--- config.mk ---
export PLATFORM = sky130hd
export DESIGN_NAME = cia_front
export DESIGN_NICKNAME = d
export VERILOG_FILES = /design/src/sv/cia_pkg.sv /design/src/sv/cia_front.sv
export SDC_FILE = /design/constraint.sdc
export NUM_CORES = 2
export LEC_CHECK = 0
export BUFFER_PORTS_ARGS = -buffer_cell sky130_fd_sc_hd__buf_4
export CORE_MARGIN = 2
export CORE_UTILIZATION = 40
export DETAILED_ROUTE_END_ITERATION = 6
export PLACE_DENSITY = 0.59
export SLEW_MARGIN = 20
export SYNTH_ARGS = -nofsm -noshare
export SYNTH_HDL_FRONTEND = slang
export SYNTH_SLANG_ARGS = --single-unit
--- constraint.sdc ---
create_clock -name clk -period 8 [get_ports clk]
set_input_delay 0 -clock clk [delete_from_list [all_inputs] [get_ports clk]]
set_output_delay 0 -clock clk [all_outputs]
set_load 0.01 [all_outputs]
--- src/sv/cia_pkg.sv ---
`default_nettype none
package cia_pkg;

  // operation codes
  localparam logic [3:0] K_ADD = 4'd0;
  localparam logic [3:0] K_SUB = 4'd1;
  localparam logic [3:0] K_MUL = 4'd2;
  localparam logic [3:0] K_MOD = 4'd3;
  localparam logic [3:0] K_EQ  = 4'd4;
  localparam logic [3:0] K_NE  = 4'd5;
  localparam logic [3:0] K_GT  = 4'd6;
  localparam logic [3:0] K_LT  = 4'd7;
  localparam logic [3:0] K_GE  = 4'd8;
  localparam logic [3:0] K_LE  = 4'd9;
  localparam logic [3:0] K_NEG = 4'd10;
  localparam logic [3:0] K_AND = 4'd11;
  localparam logic [3:0] K_OR  = 4'd12;
  localparam logic [3:0] K_NOT = 4'd13;

  // error codes
  localparam logic [2:0] E_NONE    = 3'd0;
  localparam logic [2:0] E_ADD_OVF = 3'd1;
  localparam logic [2:0] E_SUB_OVF = 3'd2;
  localparam logic [2:0] E_MUL_OVF = 3'd3;
  localparam logic [2:0] E_MOD_ZERO = 3'd4;
  localparam logic [2:0] E_NEG_OVF = 3'd5;

  localparam int unsigned NCELLS = 32;
  // input reg, product reg, cells, output reg
  localparam int unsigned LATENCY = NCELLS + 3;

  // transaction as it travels down the remainder chain
  typedef struct packed {
    logic        vld;
    logic [3:0]  kind;
    logic [31:0] value;
    logic [2:0]  err;
    logic        neg;
    logic [31:0] rem;
    logic [31:0] dvd;
    logic [31:0] dvs;
  } slot_t;

endpackage
`default_nettype wire

--- src/sv/cia_front.sv ---
`default_nettype none
module cia_front (
  input  wire                 clk,
  input  wire                 rst_n,
  input  wire                 acc,
  input  wire  [3:0]          kind,
  input  wire  signed [31:0]  left,
  input  wire  signed [31:0]  right,
  output cia_pkg::slot_t      slot_o
);

  logic               v1_r;
  logic [3:0]         k1_r;
  logic signed [31:0] a1_r, b1_r;

  logic               v2_r;
  logic [3:0]         k2_r;
  logic signed [63:0] prod_r;
  logic [31:0]        val2_r;
  logic [2:0]         err2_r;
  logic               neg2_r;
  logic [31:0]        dvd2_r, dvs2_r;

  logic [31:0]        val_nxt;
  logic [2:0]         err_nxt;
  logic [32:0]        sum, dif;
  logic               lt, eq, az, bz;

  // operand register
  always_ff @(posedge clk) begin
    if (!rst_n) begin
      v1_r <= 1'b0;
    end else begin
      v1_r <= acc;
    end
    k1_r <= kind;
    a1_r <= left;
    b1_r <= right;
  end

  // combinational operations on the operand register; modulo only checks for zero here
  always_comb begin
    sum = {a1_r[31], a1_r} + {b1_r[31], b1_r};
    dif = {a1_r[31], a1_r} - {b1_r[31], b1_r};
    lt  = a1_r < b1_r;
    eq  = a1_r == b1_r;
    az  = a1_r == 32'sd0;
    bz  = b1_r == 32'sd0;
    val_nxt = '0;
    err_nxt = cia_pkg::E_NONE;
    unique case (k1_r)
      cia_pkg::K_ADD: begin
        if (sum[32] != sum[31]) err_nxt = cia_pkg::E_ADD_OVF;
        else val_nxt = sum[31:0];
      end
      cia_pkg::K_SUB: begin
        if (dif[32] != dif[31]) err_nxt = cia_pkg::E_SUB_OVF;
        else val_nxt = dif[31:0];
      end
      cia_pkg::K_MOD: begin
        if (bz) err_nxt = cia_pkg::E_MOD_ZERO;
      end
      cia_pkg::K_EQ: val_nxt = {31'd0, eq};
      cia_pkg::K_NE: val_nxt = {31'd0, !eq};
      cia_pkg::K_GT: val_nxt = {31'd0, !lt && !eq};
      cia_pkg::K_LT: val_nxt = {31'd0, lt};
      cia_pkg::K_GE: val_nxt = {31'd0, !lt};
      cia_pkg::K_LE: val_nxt = {31'd0, lt || eq};
      cia_pkg::K_NEG: begin
        if (a1_r == 32'sh8000_0000) err_nxt = cia_pkg::E_NEG_OVF;
        else val_nxt = 32'd0 - a1_r;
      end
      cia_pkg::K_AND: val_nxt = {31'd0, !az && !bz};
      cia_pkg::K_OR:  val_nxt = {31'd0, !az || !bz};
      cia_pkg::K_NOT: val_nxt = {31'd0, az};
      default: val_nxt = '0;
    endcase
  end

  // product and chain setup register
  always_ff @(posedge clk) begin
    if (!rst_n) begin
      v2_r <= 1'b0;
    end else begin
      v2_r <= v1_r;
    end
    k2_r   <= k1_r;
    prod_r <= a1_r * b1_r;
    val2_r <= val_nxt;
    err2_r <= err_nxt;
    neg2_r <= a1_r[31];
    dvd2_r <= a1_r[31] ? 32'd0 - a1_r : a1_r;
    dvs2_r <= b1_r[31] ? 32'd0 - b1_r : b1_r;
  end

  // multiply overflow check, then hand off to the chain
  always_comb begin
    slot_o.vld   = v2_r;
    slot_o.kind  = k2_r;
    slot_o.value = val2_r;
    slot_o.err   = err2_r;
    if (k2_r == cia_pkg::K_MUL) begin
      if (prod_r[63:31] == {33{1'b0}} || prod_r[63:31] == {33{1'b1}}) begin
        slot_o.value = prod_r[31:0];
      end else begin
        slot_o.value = '0;
        slot_o.err   = cia_pkg::E_MUL_OVF;
      end
    end
    slot_o.neg = neg2_r;
    slot_o.rem = '0;
    slot_o.dvd = dvd2_r;
    slot_o.dvs = dvs2_r;
  end

endmodule
`default_nettype wire

==> report_table.html <==
<table>
<tr><th>Metric</th><th>Value</th></tr>
<tr><th colspan="2">Outcome</th></tr>
<tr><td>Status</td><td>finished, final reports clean</td></tr>
<tr><th colspan="2">Die</th></tr>
<tr><td>Site Rows</td><td>roughly 130</td></tr>
<tr><td>Die Wd</td><td>between 300 and 400 um</td></tr>
<tr><td>Boundary pin count</td><td>208</td></tr>
<tr><td>Die Height</td><td>approximately 350 um</td></tr>
<tr><td>Full die area</td><td>0.121 mm^2</td></tr>
<tr><td>Std-Cell Core Area</td><td>around 0.12 mm^2</td></tr>
<tr><td>Initial Util</td><td>40.2%</td></tr>
<tr><th colspan="2">Route</th></tr>
<tr><td>Via density</td><td>5.14</td></tr>
<tr><td>Post-detailed-route count of antenna-violating nets</td><td>0</td></tr>
<tr><td>Wire length reported by the detailed router</td><td>around 160 mm</td></tr>
<tr><td>DRC marker count from the first detailed-route iteration</td><td>about 2600</td></tr>
<tr><td>First-pass DRT Iterations</td><td>6</td></tr>
<tr><td>Via count</td><td>roughly 36000</td></tr>
<tr><td>Routed length per instance</td><td>around 22 um</td></tr>
<tr><td>DRC violation count after routing</td><td>0</td></tr>
<tr><th colspan="2">Logic synthesis</th></tr>
<tr><td>Leading register cell type out of synthesis</td><td>sky130_fd_sc_hd__dfxtp_1</td></tr>
<tr><td>Fraction of synthesized cell area taken by the top area cell type</td><td>45.9%</td></tr>
<tr><td>Number of unique standard cell types used by synthesis</td><td>roughly 80</td></tr>
<tr><td>Post-synthesis average cell area</td><td>around 9 um^2</td></tr>
<tr><td>Fraction of synthesis flops using an asynchronous set or reset pin</td><td>0%</td></tr>
<tr><td>Post-synth top area cell</td><td>sky130_fd_sc_hd__fa_1</td></tr>
<tr><td>Cell area after synthesis</td><td>about 0.047 mm^2</td></tr>
<tr><td>Synth Instances</td><td>5179</td></tr>
<tr><td>Register bit total from synthesis</td><td>238</td></tr>
<tr><td>Proportion of synthesized chip area in sequential cells</td><td>between 10% and 20%</td></tr>
<tr><td>Number of enable-type register cells in the synthesized netlist</td><td>0</td></tr>
<tr><td>Top post-synthesis cells by area</td><td>sky130_fd_sc_hd__fa_1 46%, sky130_fd_sc_hd__dfxtp_1 10%, sky130_fd_sc_hd__inv_1 8.6%, sky130_fd_sc_hd__ha_1 6.7%, sky130_fd_sc_hd__and2_1 5.8%</td></tr>
<tr><td>Warning count from the yosys run</td><td>0</td></tr>
<tr><th colspan="2">Timing</th></tr>
<tr><td>Total setup violations reported at the end of the flow</td><td>0</td></tr>
<tr><td>Worst slew pin tran</td><td>between 1000 and 1500 ps</td></tr>
<tr><td>Min Tclk post-route</td><td>7780 ps</td></tr>
<tr><td>Number of slew-limit violations in the final report</td><td>0</td></tr>
<tr><td>Final TNS setup</td><td>0 ps</td></tr>
<tr><td>Worst-case headroom to the max-slew limit</td><td>29.9%</td></tr>
<tr><td>Post-route clock period utilization</td><td>between 90% and 100%</td></tr>
<tr><td>Clock Skew</td><td>between 20 and 30 ps</td></tr>
<tr><td>Worst setup margin</td><td>around 220 ps</td></tr>
<tr><td>Number of hold violations in the final report</td><td>0</td></tr>
<tr><td>Maximum operating frequency</td><td>about 130 MHz</td></tr>
<tr><th colspan="2">Clock network</th></tr>
<tr><td>Clock Latency Late Sink</td><td>around 630 ps</td></tr>
<tr><td>Root Buffer</td><td>sky130_fd_sc_hd__clkbuf_16</td></tr>
<tr><td>Clock slew at the register clock pins of the worst setup and hold paths</td><td>~70 ps</td></tr>
<tr><td>Total number of H-tree levels</td><td>1</td></tr>
<tr><td>CTS sink cnt</td><td>~240</td></tr>
<tr><td>Max Root-Sink Buffers</td><td>3</td></tr>
<tr><td>Clock tree from TritonCTS</td><td>yes</td></tr>
<tr><td>Cts bufs inserted</td><td>29</td></tr>
<tr><th colspan="2">Global routing</th></tr>
<tr><td>Global routing usage summed across all routing layers</td><td>a little over a quarter</td></tr>
<tr><td>Via count of the first global-routing pass</td><td>between 30000 and 40000</td></tr>
<tr><td>Global-route wire length before repair</td><td>approximately 240 mm</td></tr>
<tr><td>Number of antenna violations at the first check in global routing</td><td>11</td></tr>
<tr><td>GRT overflow</td><td>0</td></tr>
<tr><td>Pin count of the biggest net entering global routing</td><td>35</td></tr>
<tr><th colspan="2">Final layout</th></tr>
<tr><td>Layout-stage area growth over the synthesis result</td><td>15.8%</td></tr>
<tr><td>Number of nets in the final layout</td><td>a little under 7000</td></tr>
<tr><td>Fill cell total of the finished layout</td><td>~11000</td></tr>
<tr><td>Fraction of layout cells with a size suffix above 1</td><td>roughly an eighth</td></tr>
<tr><td>Number of standard cells in the layout, taps in and fillers out</td><td>7098</td></tr>
<tr><th colspan="2">Place</th></tr>
<tr><td>Gp weighted congestion</td><td>0.944</td></tr>
<tr><td>Pre-CTS setup slack</td><td>-345 ps</td></tr>
<tr><td>Final HPWL from detailed placement</td><td>130 mm</td></tr>
<tr><td>Total placed cells including tap cells</td><td>between 6000 and 7000</td></tr>
<tr><td>Number of buffer cells added on primary ports</td><td>175</td></tr>
<tr><th colspan="2">Critical path</th></tr>
<tr><td>Crit path kind</td><td>flip-flop to flip-flop</td></tr>
<tr><td>Type of origin of the critical path</td><td>flip-flop</td></tr>
<tr><td>Worst-path fanout max</td><td>7</td></tr>
<tr><td>Critical path endpoint category</td><td>flip-flop</td></tr>
<tr><td>Largest delay share family, worst path</td><td>adder cells</td></tr>
<tr><td>Crit path buf inv count</td><td>7</td></tr>
<tr><td>Slowest CP cell</td><td>sky130_fd_sc_hd__fa_1</td></tr>
<tr><td>Maximum single-stage delay on the critical path</td><td>600 ps</td></tr>
<tr><td>Most prevalent standard cell on the critical path</td><td>sky130_fd_sc_hd__fa_1</td></tr>
<tr><td>Required @ worst endpoint</td><td>between 8000 and 9000 ps</td></tr>
<tr><td>CP Data Arrival Time</td><td>between 8000 and 9000 ps</td></tr>
<tr><th colspan="2">Run</th></tr>
<tr><td>Max-cap check violation count</td><td>0</td></tr>
<tr><th colspan="2">Min path</th></tr>
<tr><td>Classification of the worst-slack hold path</td><td>primary input to flip-flop</td></tr>
</table>
==> metrics by stage <==
stage	instance area [um^2]	hold WS (ps)	utilization, %
after floorplan	47400	27.7	-
after global placement	52600	105	44.7
after detailed placement	52600	105	44.7
after CTS	54400	0.576	46.2
after global routing	54700	26.1	46.5
final	54700	30.0	46.5
==> cell families after synthesis <==
group	count (synthesis)	share of synthesized area, %
compound gates	523	7.14
xor+xnor	160	2.97
fa+ha+maj	1338	52.7
buf+inv	1421	11.6
flops	238	10.1
mux	5	0.106
other cells	1	0.00794
simple gates	1493	15.5
==> cells in the final DEF (no fill, tap or decap), types with 13 or more instances in the layout <==
cell type / n
sky130_fd_sc_hd__dfxtp_2: 24
sky130_fd_sc_hd__a221oi_1: 19
sky130_fd_sc_hd__nand2_1: 644
sky130_fd_sc_hd__o22ai_1: 28
sky130_fd_sc_hd__nor2b_1: 13
sky130_fd_sc_hd__a21o_1: 42
sky130_fd_sc_hd__a211oi_1: 13
sky130_fd_sc_hd__nand4_1: 28
sky130_fd_sc_hd__ha_1: 251
sky130_fd_sc_hd__dlygate4sd3_1: 74
sky130_fd_sc_hd__or3_1: 25
sky130_fd_sc_hd__o31ai_1: 14
sky130_fd_sc_hd__o211ai_1: 13
sky130_fd_sc_hd__o21ai_0: 119
sky130_fd_sc_hd__nor2_1: 171
sky130_fd_sc_hd__buf_4: 498
sky130_fd_sc_hd__fa_1: 1081
sky130_fd_sc_hd__xor2_1: 34
sky130_fd_sc_hd__nand3_1: 30
sky130_fd_sc_hd__nor3_1: 31
sky130_fd_sc_hd__inv_1: 1084
sky130_fd_sc_hd__a21oi_1: 134
sky130_fd_sc_hd__dfxtp_1: 208
sky130_fd_sc_hd__o21bai_1: 18
sky130_fd_sc_hd__buf_12: 43
sky130_fd_sc_hd__nor4_1: 21
sky130_fd_sc_hd__clkbuf_16: 30
sky130_fd_sc_hd__xnor2_1: 125
sky130_fd_sc_hd__conb_1: 32
sky130_fd_sc_hd__and2_1: 438
sky130_fd_sc_hd__nand2b_1: 33
==> layer usage <==
layer	GRT usage, %	part of all wire (%)
met1	35.1	42
met5	0	0.038
met2	43.7	47
met4	9.20	4.1
met3	4.49	6.5
==> cell type report <==
type	instances	area (um^2)	area share [%]
multi-input combinational	3551	37300	68.3
timing repair buffer	629	5520	10.1
sequential	238	4820	8.80
inverter	1089	4090	7.48
tap	1536	1920	3.51
clock buffer	37	806	1.47
clock inverter	15	210	0.384
antenna	3	7.51	0.0137
==> state kept, by name, indices dropped and copies added (netlist names) <==
signal and cells:
b1_r 32, dvd2_r 32, val2_r 32, a1_r 32
err2_r 3, neg2_r 1, k1_r 4, prod_r 64
dvs2_r 32, v1_r 1, k2_r 4, v2_r 1
==> worst reg2reg max path: stages (launching register included) <==
cell and delay, ps:
sky130_fd_sc_hd__dfxtp_2 370, sky130_fd_sc_hd__buf_12 180, sky130_fd_sc_hd__nand2_1 220, sky130_fd_sc_hd__inv_1 120, sky130_fd_sc_hd__fa_1 550, sky130_fd_sc_hd__inv_1 70
sky130_fd_sc_hd__fa_1 520, sky130_fd_sc_hd__inv_1 100, sky130_fd_sc_hd__buf_4 170, sky130_fd_sc_hd__fa_1 560, sky130_fd_sc_hd__inv_1 70, sky130_fd_sc_hd__fa_1 480
sky130_fd_sc_hd__inv_1 50, sky130_fd_sc_hd__fa_1 480, sky130_fd_sc_hd__fa_1 600, sky130_fd_sc_hd__fa_1 450, sky130_fd_sc_hd__fa_1 540, sky130_fd_sc_hd__ha_2 310
sky130_fd_sc_hd__a2111oi_4 370, sky130_fd_sc_hd__o21ai_2 120, sky130_fd_sc_hd__a221o_1 370, sky130_fd_sc_hd__nor4_4 340, sky130_fd_sc_hd__a21oi_4 110, sky130_fd_sc_hd__a211o_1 260
sky130_fd_sc_hd__a21oi_1 170, sky130_fd_sc_hd__xnor2_1 140
==> worst paths after layout <==
path / startpoint / to / slack, ps / cells after the start
worst max register to register: a1_r[31]$_DFF_P_ / prod_r[59]$_DFF_P_ / 220 / 25
worst min register to register: a1_r[31]$_DFF_P_ / neg2_r$_DFF_P_ / 430 / 0
worst min-delay path: kind[2] / k1_r[2]$_DFF_P_ / 30 / 2
worst max-delay path: a1_r[31]$_DFF_P_ / prod_r[59]$_DFF_P_ / 220 / 25
==> cell usage after synthesis, drive strengths merged (6+ instances only) <==
library cell and n:
inv 1087, fa 1084, nand2 645, and2 438, clkbuf 278, ha 254, dfxtp 238, nor2 173
a21oi 140, o21ai 128, xnor2 126, buf 54, a21o 42, nor3 36, xor2 34, nand2b 33
nand3 30, nand4 28, o22ai 28, or3 25, nor4 23, a221oi 20, o21bai 18, o31ai 15
a211oi 14, nor2b 13, o211ai 13, o21a 12, a31oi 11, or4 11, o41ai 10, and3 9
a221o 7, o221ai 7, nor3b 6, o221a 6, o31a 6, or2 6
==> what timing repair did <==
item,CTS,global route
pin swaps,0,6
buffers inserted,0,5
endpoints found under the setup margin,12,12
hold endpoints to repair,70,0
gates resized for setup,20,70
gates cloned,0,1
hold buffers,74,0
Power is left out: the tool's default activity adds up to more than one toggle a clock period on the data nets, which glitch-free logic cannot reach.
