### src/sv/cia_pkg.sv
`default_nettype none
package cia_pkg;

  // operation codes
  localparam logic [3:0] K_ADD = 4'd0;
  localparam logic [3:0] K_SUB = 4'd1;
  localparam logic [3:0] K_MUL = 4'd2;
  localparam logic [3:0] K_MOD = 4'd3;
  localparam logic [3:0] K_EQ  = 4'd4;
  localparam logic [3:0] K_NE  = 4'd5;
  localparam logic [3:0] K_GT  = 4'd6;
  localparam logic [3:0] K_LT  = 4'd7;
  localparam logic [3:0] K_GE  = 4'd8;
  localparam logic [3:0] K_LE  = 4'd9;
  localparam logic [3:0] K_NEG = 4'd10;
  localparam logic [3:0] K_AND = 4'd11;
  localparam logic [3:0] K_OR  = 4'd12;
  localparam logic [3:0] K_NOT = 4'd13;

  // error codes
  localparam logic [2:0] E_NONE    = 3'd0;
  localparam logic [2:0] E_ADD_OVF = 3'd1;
  localparam logic [2:0] E_SUB_OVF = 3'd2;
  localparam logic [2:0] E_MUL_OVF = 3'd3;
  localparam logic [2:0] E_MOD_ZERO = 3'd4;
  localparam logic [2:0] E_NEG_OVF = 3'd5;

  localparam int unsigned NCELLS = 32;
  // input reg, product reg, cells, output reg
  localparam int unsigned LATENCY = NCELLS + 3;

  // transaction as it travels down the remainder chain
  typedef struct packed {
    logic        vld;
    logic [3:0]  kind;
    logic [31:0] value;
    logic [2:0]  err;
    logic        neg;
    logic [31:0] rem;
    logic [31:0] dvd;
    logic [31:0] dvs;
  } slot_t;

endpackage
`default_nettype wire

### src/sv/cia_cell.sv
`default_nettype none
module cia_cell (
  input  wire             clk,
  input  wire             rst_n,
  input  cia_pkg::slot_t  slot_i,
  output cia_pkg::slot_t  slot_o
);

  cia_pkg::slot_t slot_r, slot_nxt;
  logic [31:0]    sh;
  logic [32:0]    diff;

  // one restoring remainder step
  always_comb begin
    sh   = {slot_i.rem[30:0], slot_i.dvd[31]};
    diff = {1'b0, sh} - {1'b0, slot_i.dvs};
    slot_nxt     = slot_i;
    slot_nxt.dvd = {slot_i.dvd[30:0], 1'b0};
    slot_nxt.rem = diff[32] ? sh : diff[31:0];
  end

  always_ff @(posedge clk) begin
    if (!rst_n) begin
      slot_r.vld <= 1'b0;
    end else begin
      slot_r.vld <= slot_nxt.vld;
    end
    slot_r.kind  <= slot_nxt.kind;
    slot_r.value <= slot_nxt.value;
    slot_r.err   <= slot_nxt.err;
    slot_r.neg   <= slot_nxt.neg;
    slot_r.rem   <= slot_nxt.rem;
    slot_r.dvd   <= slot_nxt.dvd;
    slot_r.dvs   <= slot_nxt.dvs;
  end

  assign slot_o = slot_r;

endmodule
`default_nettype wire

### config.mk
export PLATFORM = sky130hd
export DESIGN_NAME = cia_cell
export DESIGN_NICKNAME = d
export VERILOG_FILES = /design/src/sv/cia_pkg.sv /design/src/sv/cia_cell.sv
export SDC_FILE = /design/constraint.sdc
export NUM_CORES = 1
export LEC_CHECK = 0
export BUFFER_PORTS_ARGS = -buffer_cell sky130_fd_sc_hd__buf_2
export CAP_MARGIN = 20
export CORE_MARGIN = 2
export CORE_UTILIZATION = 40
export CTS_CLUSTER_SIZE = 25
export DETAILED_ROUTE_END_ITERATION = 6
export PLACE_DENSITY = 0.76
export RECOVER_POWER = 25
export SLEW_MARGIN = 10
export SYNTH_ARGS = -nofsm -noshare
export SYNTH_HDL_FRONTEND = slang
export SYNTH_SLANG_ARGS = --single-unit
### constraint.sdc
create_clock -name clk -period 2.9 [get_ports clk]
set_input_delay 0.58 -clock clk [delete_from_list [all_inputs] [get_ports clk]]
set_output_delay 0.58 -clock clk [all_outputs]
set_load 0.01 [all_outputs]
==> flow_summary.json, run 1 <==
{
  "syn2layout_area_growth_pct": 50.61,
  "switching_power_mw": 1.496,
  "async_flop_share_pct": 0,
  "drt_iter0_markers": 193,
  "cts_root_buffer": "clkbuf_16",
  "routed_wl_um": 15690,
  "p_seq_share_pct": 39.4,
  "wl_per_cell_um": 15.40,
  "cap_violations": 0,
  "synth.distinct_cells": 54,
  "die_y_um": 116.5,
  "final_util_pct": 60.96,
  "cp.required_ns": 3.21,
  "antennaDiodeCount": 0,
  "fin_crit_ns": 2.744,
  "ctsResizeCount": 0,
  "fin_nets": 1006,
  "cts_setup_buffers": 0,
  "netlist_instances": 501,
  "drcViolationCount": 0,
  "synth_seq_area_share_pct": 53.74,
  "power.density_mw_per_mm2": 685.6,
  "yosysWarnings": 0,
  "worstSetupPathType": "input port to flip-flop",
  "setup_ws_ns": 0.1561,
  "slew_violations": 0,
  "die_width_um": 116.5,
  "vdd_drop_max_uv": 364.4,
  "hold_ws_ns": 0.2457,
  "cts_buffer_depth": 2,
  "syn_nets": 673,
  "p_comb_share_pct": 19.9,
  "synth_area_mm2": 0.005066,
  "largest_reg_flops": 136,
  "synth_edf_count": 0,
  "dp.final_hpwl_um": 12460,
  "worstSetupEndpointType": "flip-flop",
  "setup_viol": 0,
  "clkPwrFrac_pct": 40.7,
  "sw_frac_of_total_pct": 28.60,
  "grt_pass1_wl_um": 23230,
  "synth_flop_cell": "dfxtp_1",
  "pre_cts_ws_ns": -0.2827,
  "min_path_type": "input port to flip-flop",
  "grt_pass1_vias": 4642,
  "htreeDepth": 4,
  "core_area_mm2": 0.01252,
  "fmax_ghz": 0.3644,
  "p_leak_nw": 3.928,
  "numCtsBuffers": 17,
  "cts.sinks": 136,
  "num_vias": 4838,
  "drive_gt1_share_pct": 44.86,
  "track_usage_pct": 22.77,
  "dr.pass1.iters": 5,
  "grt_max_degree": 25,
  "io_pins": 276,
  "cp_max_fo": 24,
  "final_antenna_net_count": 0,
  "start_util_pct": 40.47,
  "portBuffers": 273,
  "antenna_found_initial": 1,
  "rsz0062_at_grt": "no",
  "place.gp.congestion": 0.8417,
  "fin_crit_sh_pct": 94.62,
  "cp.arrival_ns": 3.06,
  "clkSlewWorstSetupHoldPaths_ns": 0.06,
  "synth_area_per_cell_um2": 10.11,
  "status": "complete, no violations",
  "via_per_inst": 4.748,
  "ys_ff_latch": 136,
  "cp-start-kind": "input port",
  "die_area_mm2": 0.01358,
  "hold_viol": 0,
  "overflow": 0,
  "postCtsHoldBufs": 0,
  "cts_tree": "yes",
  "power.internal_mw": 3.735,
  "rows": 41
}
-- critical path: stages --
cell and delay, ns:
buf_2 0.11, ha_1 0.22, fa_2 0.35, nand2b_4 0.16, a21oi_4 0.17, o21ai_2 0.14, a2111oi_4 0.39, o221a_2 0.30
o221ai_4 0.15, buf_12 0.18, mux2_4 0.30
-- synth_stat cells, types with 2 or more instances --
cell      instances  area, µm²
nand2b_1          4      25.02
o21a_1            6      45.04
inv_1            39      146.4
o21ai_1           2      10.01
nand4_1          11      68.82
nand2_1          49      183.9
a21oi_1          30      150.1
mux2_4            3      45.04
nor3_1            5      25.02
nor2_1           19      71.32
a31oi_1           4      25.02
clkbuf_2          2      10.01
a21o_1           16      120.1
buf_2             7      35.03
o21ai_0          42      210.2
or3_1             3      18.77
nand3_1           8      40.04
clkbuf_1          6      22.52
o21bai_1          5      37.54
o211ai_1          3      22.52
dfxtp_1         136       2723
o31ai_1           6      45.04
and2_1            4      25.02
nor2b_1           3      18.77
xor2_1           11      96.34
buf_4             3      22.52
xnor2_1          14      122.6
o31a_1            3      26.28
ha_1             32      400.4
-- metrics by stage --
stage | std cells | instance area, µm² | TNS, ns | power [mW]
after CTS | 1019 | 7630 | 0 | 5.273
final | 1019 | 7630 | 0 | 5.231
after global placement | 987 | 7052 | -4.824 | 3.123
after global routing | 1019 | 7630 | 0 | 5.453
after floorplan | 501 | 5084 | 0 | 2.650
after detailed placement | 987 | 7052 | -6.179 | 3.139
-- power groups by stage --
stage	logic (mW)	clock network, mW	registers (mW)
2_1_floorplan	0.456	0	2.19
3_3_place_gp	1.02	0	2.10
3_5_place_dp	1.03	0	2.10
4_1_cts	1.04	2.16	2.07
5_1_grt	1.15	2.23	2.08
6_report	1.04	2.13	2.06
-- logic make-up (layout without fill, tap and decap cells) --
group / Yosys count / after routing / synth area share [%]
XOR/XNOR: 25 / 25 / 4.322
flip-flops: 136 / 136 / 53.74
other: 1 / 1 / 0.07402
buffers and inverters: 58 / 404 / 4.890
AO/OA/AOI/OAI: 133 / 133 / 17.51
multiplexers: 3 / 3 / 0.8890
AND/OR/NAND/NOR: 112 / 112 / 10.27
adder cells (fa/ha/maj): 33 / 33 / 8.298
-- per-layer routing --
metal / up-vias / track usage (%) / share of wire, % / wire length, µm
met2: 208 / 40.04 / 50 / 7777
met4: 2 / 10.35 / 2.6 / 415
met3: 33 / 8.355 / 9.4 / 1477
met5: - / 0 / 0.070 / 11
li1: 2396 / - / - / -
met1: 2199 / 24.45 / 38 / 6010
-- cell usage in the layout (no fill, tap or decap), drive strengths merged, types with 3 or more instances in the layout --
cell type	Yosys	routed
nor2b	3	3
xor2	11	11
or3	3	3
buf	11	333
o31a	3	3
nand2b	4	4
dfxtp	136	136
mux2	3	3
ha	32	32
o211ai	4	4
and2	4	4
inv	39	49
nor3	5	5
a21o	16	16
a31oi	4	4
a21oi	31	31
o21a	6	6
clkbuf	8	17
o21ai	45	45
nor2	19	19
o21bai	5	5
o31ai	7	7
nand4	11	11
xnor2	14	14
nand3	8	8
nand2	49	49
clkinvlp	0	3
-- path summary, 6_finish.rpt --
path,slack (ns),endpoint,cells past startpoint,startpoint
worst max-delay path,0.16,slot_o[83],11,slot_i[0]
worst min-delay path,0.25,slot_o[40],1,slot_i[39]
-- area by class of cell --
cell class,count,area (µm²)
Fill cell,1121,4887
Inverter,39,146.4
Clock inverter,15,152.6
Timing Repair Buffer,333,1854
Clock buffer,17,425.4
Tap cell,172,215.2
Multi-Input combinational cell,307,2113
Sequential cell,136,2723
Note: power is estimated with default switching activity, not from simulation.
==> inputs of run 2 (changes only) <==
==> constraint.sdc (replaced) <==
create_clock -name clk -period 2.9 [get_ports clk]
set_input_delay 0.29 -clock clk [delete_from_list [all_inputs] [get_ports clk]]
set_output_delay 0.29 -clock clk [all_outputs]
set_load 0.01 [all_outputs]
==> flow_summary.json, run 2 (synthesized netlist as in run 1, its figures left out) <==
{
  "hold_viol": 0,
  "numCtsBuffers": 17,
  "cp-start-kind": "input port",
  "largest_reg_flops": 136,
  "fin_crit_ns": 2.797,
  "grt_pass1_wl_um": 27740,
  "placed_cells": 951,
  "via_per_inst": 4.819,
  "cts_buffer_depth": 2,
  "setup_ws_ns": 0.1033,
  "clkPwrFrac_pct": 40.8,
  "fin_crit_sh_pct": 96.44,
  "layout_commonest_cell": "buf_2",
  "switching_power_mw": 1.554,
  "htreeDepth": 4,
  "overflow": 0,
  "setup_viol": 0,
  "grt_pass1_vias": 5341,
  "p_seq_share_pct": 37.9,
  "mostFrequentLayoutCells": "buf_2 (262), dfxtp_1 (136), dlygate4sd3_1 (102), nand2_1 (49), o21ai_0 (40)",
  "cts_root_buffer": "clkbuf_16",
  "cts_tree": "yes",
  "grt_max_degree": 33,
  "die_width_um": 116.5,
  "min_from": "slot_i[1]",
  "hold_ws_ns": 0.04832,
  "die_area_mm2": 0.01358,
  "track_usage_pct": 27.31,
  "cp_max_fo": 6,
  "portBuffers": 273,
  "worstSetupPathDepth": 12,
  "p_comb_share_pct": 21.3,
  "fmax_ghz": 0.3576,
  "syn2layout_area_growth_pct": 69.13,
  "antenna_found_initial": 4,
  "clkSlewWorstSetupHoldPaths_ns": 0.06,
  "cp.arrival_ns": 3.11,
  "power.internal_mw": 3.906,
  "slowest_stage": "dlygate4sd3_1",
  "num_vias": 5272,
  "fin_nets": 1078,
  "min_path_cells": 1,
  "crit_buf_inv": 4,
  "dp.final_hpwl_um": 11940,
  "rows": 41,
  "start_util_pct": 40.47,
  "core_area_mm2": 0.01252,
  "critPathCapture": "slot_o[95]",
  "min_path_type": "input port to flip-flop",
  "sw_frac_of_total_pct": 28.47,
  "stdcell_count": 1094,
  "drt_iter0_markers": 290,
  "p_leak_nw": 4.208,
  "pre_cts_ws_ns": -0.07520,
  "vdd_drop_max_uv": 372.2,
  "io_pins": 276,
  "cts.sinks": 136,
  "cp.required_ns": 3.21,
  "die_y_um": 116.5,
  "cap_violations": 0,
  "critPathMostFrequentCell": "o31a_1",
  "startpoint": "slot_i[11]",
  "place.gp.congestion": 0.8656,
  "drcViolationCount": 0,
  "crit_family": "compound AO/OA/AOI/OAI gates",
  "dr.pass1.iters": 5,
  "worstSetupEndpointType": "flip-flop",
  "worstSetupPathType": "input port to flip-flop",
  "final_antenna_net_count": 0,
  "wl_per_cell_um": 17.70,
  "status": "complete, no violations",
  "max_stage_delay_ns": 0.53,
  "power.density_mw_per_mm2": 637.3,
  "routed_wl_um": 19360,
  "drive_gt1_share_pct": 38.96,
  "slew_violations": 0,
  "crit_chain": "dlygate4sd3_1 -> buf_2 -> inv_1 -> ha_2 -> and2_1 -> nand3_1 -> o31ai_2 -> a31oi_1 -> buf_4 -> o31a_1 -> o21a_1 -> o31a_1"
}
## run 2: layout make-up
type | count | area [µm²]
flip-flops and latches | 136 | 2723
diodes | 3 | 7.507
fillers | 980 | 3949
well taps | 172 | 215.2
multi-input cells | 307 | 2222
repair buffers | 405 | 2654
inverters | 39 | 146.4
clock inverters | 14 | 161.4
clock buffers | 18 | 439.2
## run 2: stage by stage
stage               utilization, %  power, mW  instance area, µm²  setup TNS (ns)
finish                       68.45      5.460                8568               0
CTS                          66.79      5.351                8361               0
global placement             53.84      3.040                6739         -0.1676
detailed placement           53.84      3.054                6739         -0.8762
floorplan                        -      2.646                5066               0
global route                 68.45      5.674                8568        -0.06782
## run 2: how the worst min path moves through the flow
stage / to / slack (ns)
global placement: slot_o[99] / 0.39
global route: slot_o[1] / 0.05
CTS: slot_o[1] / 0.01
finish: slot_o[1] / 0.05
detailed placement: slot_o[131] / 0.39
floorplan: slot_o[0] / 0.32
## run 2: metal layers
metal  GRT usage [%]  part of all wire (%)  vias up
li1                -                     -     2537
met5               0                 0.072        -
met4           15.29                   4.8        2
met3           11.62                   8.7       69
met2           47.33                    50      249
met1           27.74                    37     2415
## run 2: power by group through the flow
stage	clock network, mW	registers (mW)	logic [mW]
2_1_floorplan	0	2.19	0.452
3_3_place_gp	0	2.10	0.937
3_5_place_dp	0	2.10	0.950
4_1_cts	2.22	2.07	1.07
5_1_grt	2.33	2.08	1.26
6_report	2.23	2.07	1.16
## run 2: what timing repair did
action | in CTS | in global routing
hold endpoints to repair | 102 | 0
gates resized for setup | 0 | 27
hold buffers | 102 | 0
setup endpoints to repair | 0 | 22
setup buffers | 0 | 4
==> inputs of run 3 (changes only) <==
PLACE_DENSITY = 0.8   (was 0.76)
clock period = 3 ns   (was 2.9 ns; I/O delays follow)
==> flow_summary.json, run 3 (synthesized netlist as in run 1, its figures left out) <==
{
  "status": "complete, no violations",
  "rsz0062_at_grt": "no",
  "setup_viol": 0,
  "cts.sinks": 136,
  "dp.final_hpwl_um": 12080,
  "min_from": "slot_i[1]",
  "vdd_drop_max_uv": 410.9,
  "via_per_inst": 4.776,
  "slowest_stage": "dlygate4sd3_1",
  "cp-start-kind": "input port",
  "hold_path_end": "slot_o[1]",
  "slew_violations": 0,
  "io_pins": 276,
  "fmax_ghz": 0.3463,
  "drive_gt1_share_pct": 36.36,
  "htreeDepth": 4,
  "core_area_mm2": 0.01252,
  "antenna_found_initial": 0,
  "cp.required_ns": 3.31,
  "die_y_um": 116.5,
  "cap_violations": 0,
  "largest_reg_flops": 136,
  "cp_max_fo": 22,
  "numCtsBuffers": 17,
  "cts_root_buffer": "clkbuf_16",
  "stdcell_count": 1075,
  "min_path_type": "input port to flip-flop",
  "worstSetupEndpointType": "flip-flop",
  "grt_pass1_vias": 5004,
  "fin_crit_sh_pct": 96.26,
  "die_width_um": 116.5,
  "layout_commonest_cell": "buf_2",
  "mostFrequentLayoutCells": "buf_2 (263), dfxtp_1 (136), dlygate4sd3_1 (102), nand2_1 (49), o21ai_0 (41)",
  "overflow": 0,
  "rows": 41,
  "crit_chain": "dlygate4sd3_1 -> buf_2 -> inv_1 -> ha_1 -> a21o_1 -> a31oi_2 -> o2bb2ai_1 -> or3_1 -> o221a_2 -> o221ai_4 -> buf_12 -> mux2_4",
  "syn2layout_area_growth_pct": 63.97,
  "hold_ws_ns": 0.05520,
  "crit_family": "compound AO/OA/AOI/OAI gates",
  "fin_crit_ns": 2.888,
  "p_leak_nw": 4.107,
  "drcViolationCount": 0,
  "start_util_pct": 40.47,
  "final_antenna_net_count": 0,
  "min_path_cells": 1,
  "clkSlewWorstSetupHoldPaths_ns": 0.06,
  "cp.arrival_ns": 3.20,
  "cts_buffer_depth": 2,
  "max_stage_delay_ns": 0.54,
  "place.gp.congestion": 0.8845,
  "dr.pass1.iters": 5,
  "routed_wl_um": 17980,
  "portBuffers": 273,
  "die_area_mm2": 0.01358,
  "fin_nets": 1061,
  "cts_setup_buffers": 0,
  "grt_pass1_wl_um": 25620,
  "num_vias": 5134,
  "hold_viol": 0,
  "crit_buf_inv": 4,
  "drt_iter0_markers": 309,
  "power.density_mw_per_mm2": 623.5,
  "track_usage_pct": 25.07,
  "grt_max_degree": 44,
  "placed_cells": 939,
  "wl_per_cell_um": 16.73,
  "worstSetupPathType": "input port to flip-flop",
  "cts_tree": "yes"
}
-- run 3: cell types whose count changed in the layout (fill, tap and decap cells not counted), sizes merged --
cell	change
diode	-2
clkinv	-2
clkbuf	-2
buf	-15
inv	+1
clkinvlp	+1
-- run 3: cell type report --
type,count,area (µm²)
Antenna cell,1,2.502
Clock buffer,18,439.2
Clock inverter,14,160.2
Fill cell,986,4210
Inverter,39,146.4
Multi-Input combinational cell,307,2116
Sequential cell,136,2723
Tap cell,172,215.2
Timing Repair Buffer,388,2505
-- run 3: metrics by stage --
| stage | instance area [µm²] | setup WS, ns | utilization (%) | setup TNS (ns) | total power, mW |
|---|---|---|---|---|---|
| after detailed placement | 6649 | -0.001778 | 53.12 | -0.001778 | 2.929 |
| after global routing | 8304 | 0.004547 | 66.34 | 0 | 5.393 |
| after CTS | 8259 | 0.07320 | 65.98 | 0 | 5.159 |
| after global placement | 6649 | 0.04189 | 53.12 | 0 | 2.913 |
| final | 8307 | 0.1123 | 66.36 | 0 | 5.179 |
| after floorplan | 5066 | 0.3334 | - | 0 | 2.557 |
-- run 3: metal layers --
metal  vias up  track usage [%]  wire length, µm
met1      2372            26.22             6851
met2       214            44.61             8947
li1       2502                -                -
met4         0            12.78              741
met3        46            8.718             1441
met5         -                0                0
-- run 3: timing repair --
action | CTS | global route
setup endpoints to repair | 0 | 4
gates resized for setup | 0 | 6
hold buffers | 101 | 1
endpoints found under the hold margin | 101 | 1
-- run 3: worst max-delay path by stage --
stage	slack (ns)	cells past startpoint	to	from
floorplan	0.33	11	slot_o[72]	slot_i[63]
global placement	0.04	11	slot_o[95]	slot_i[0]
detailed placement	-0.002	11	slot_o[95]	slot_i[0]
CTS	0.07	12	slot_o[83]	slot_i[13]
global route	0.005	12	slot_o[95]	slot_i[7]
finish	0.11	12	slot_o[72]	slot_i[17]
-- run 3: power by group --
group	switching, mW	total, mW	internal [mW]
sequential	0.0387	2.00	1.96
combinational	0.547	1.04	0.494
clock	0.872	2.14	1.27
total	1.46	5.18	3.72
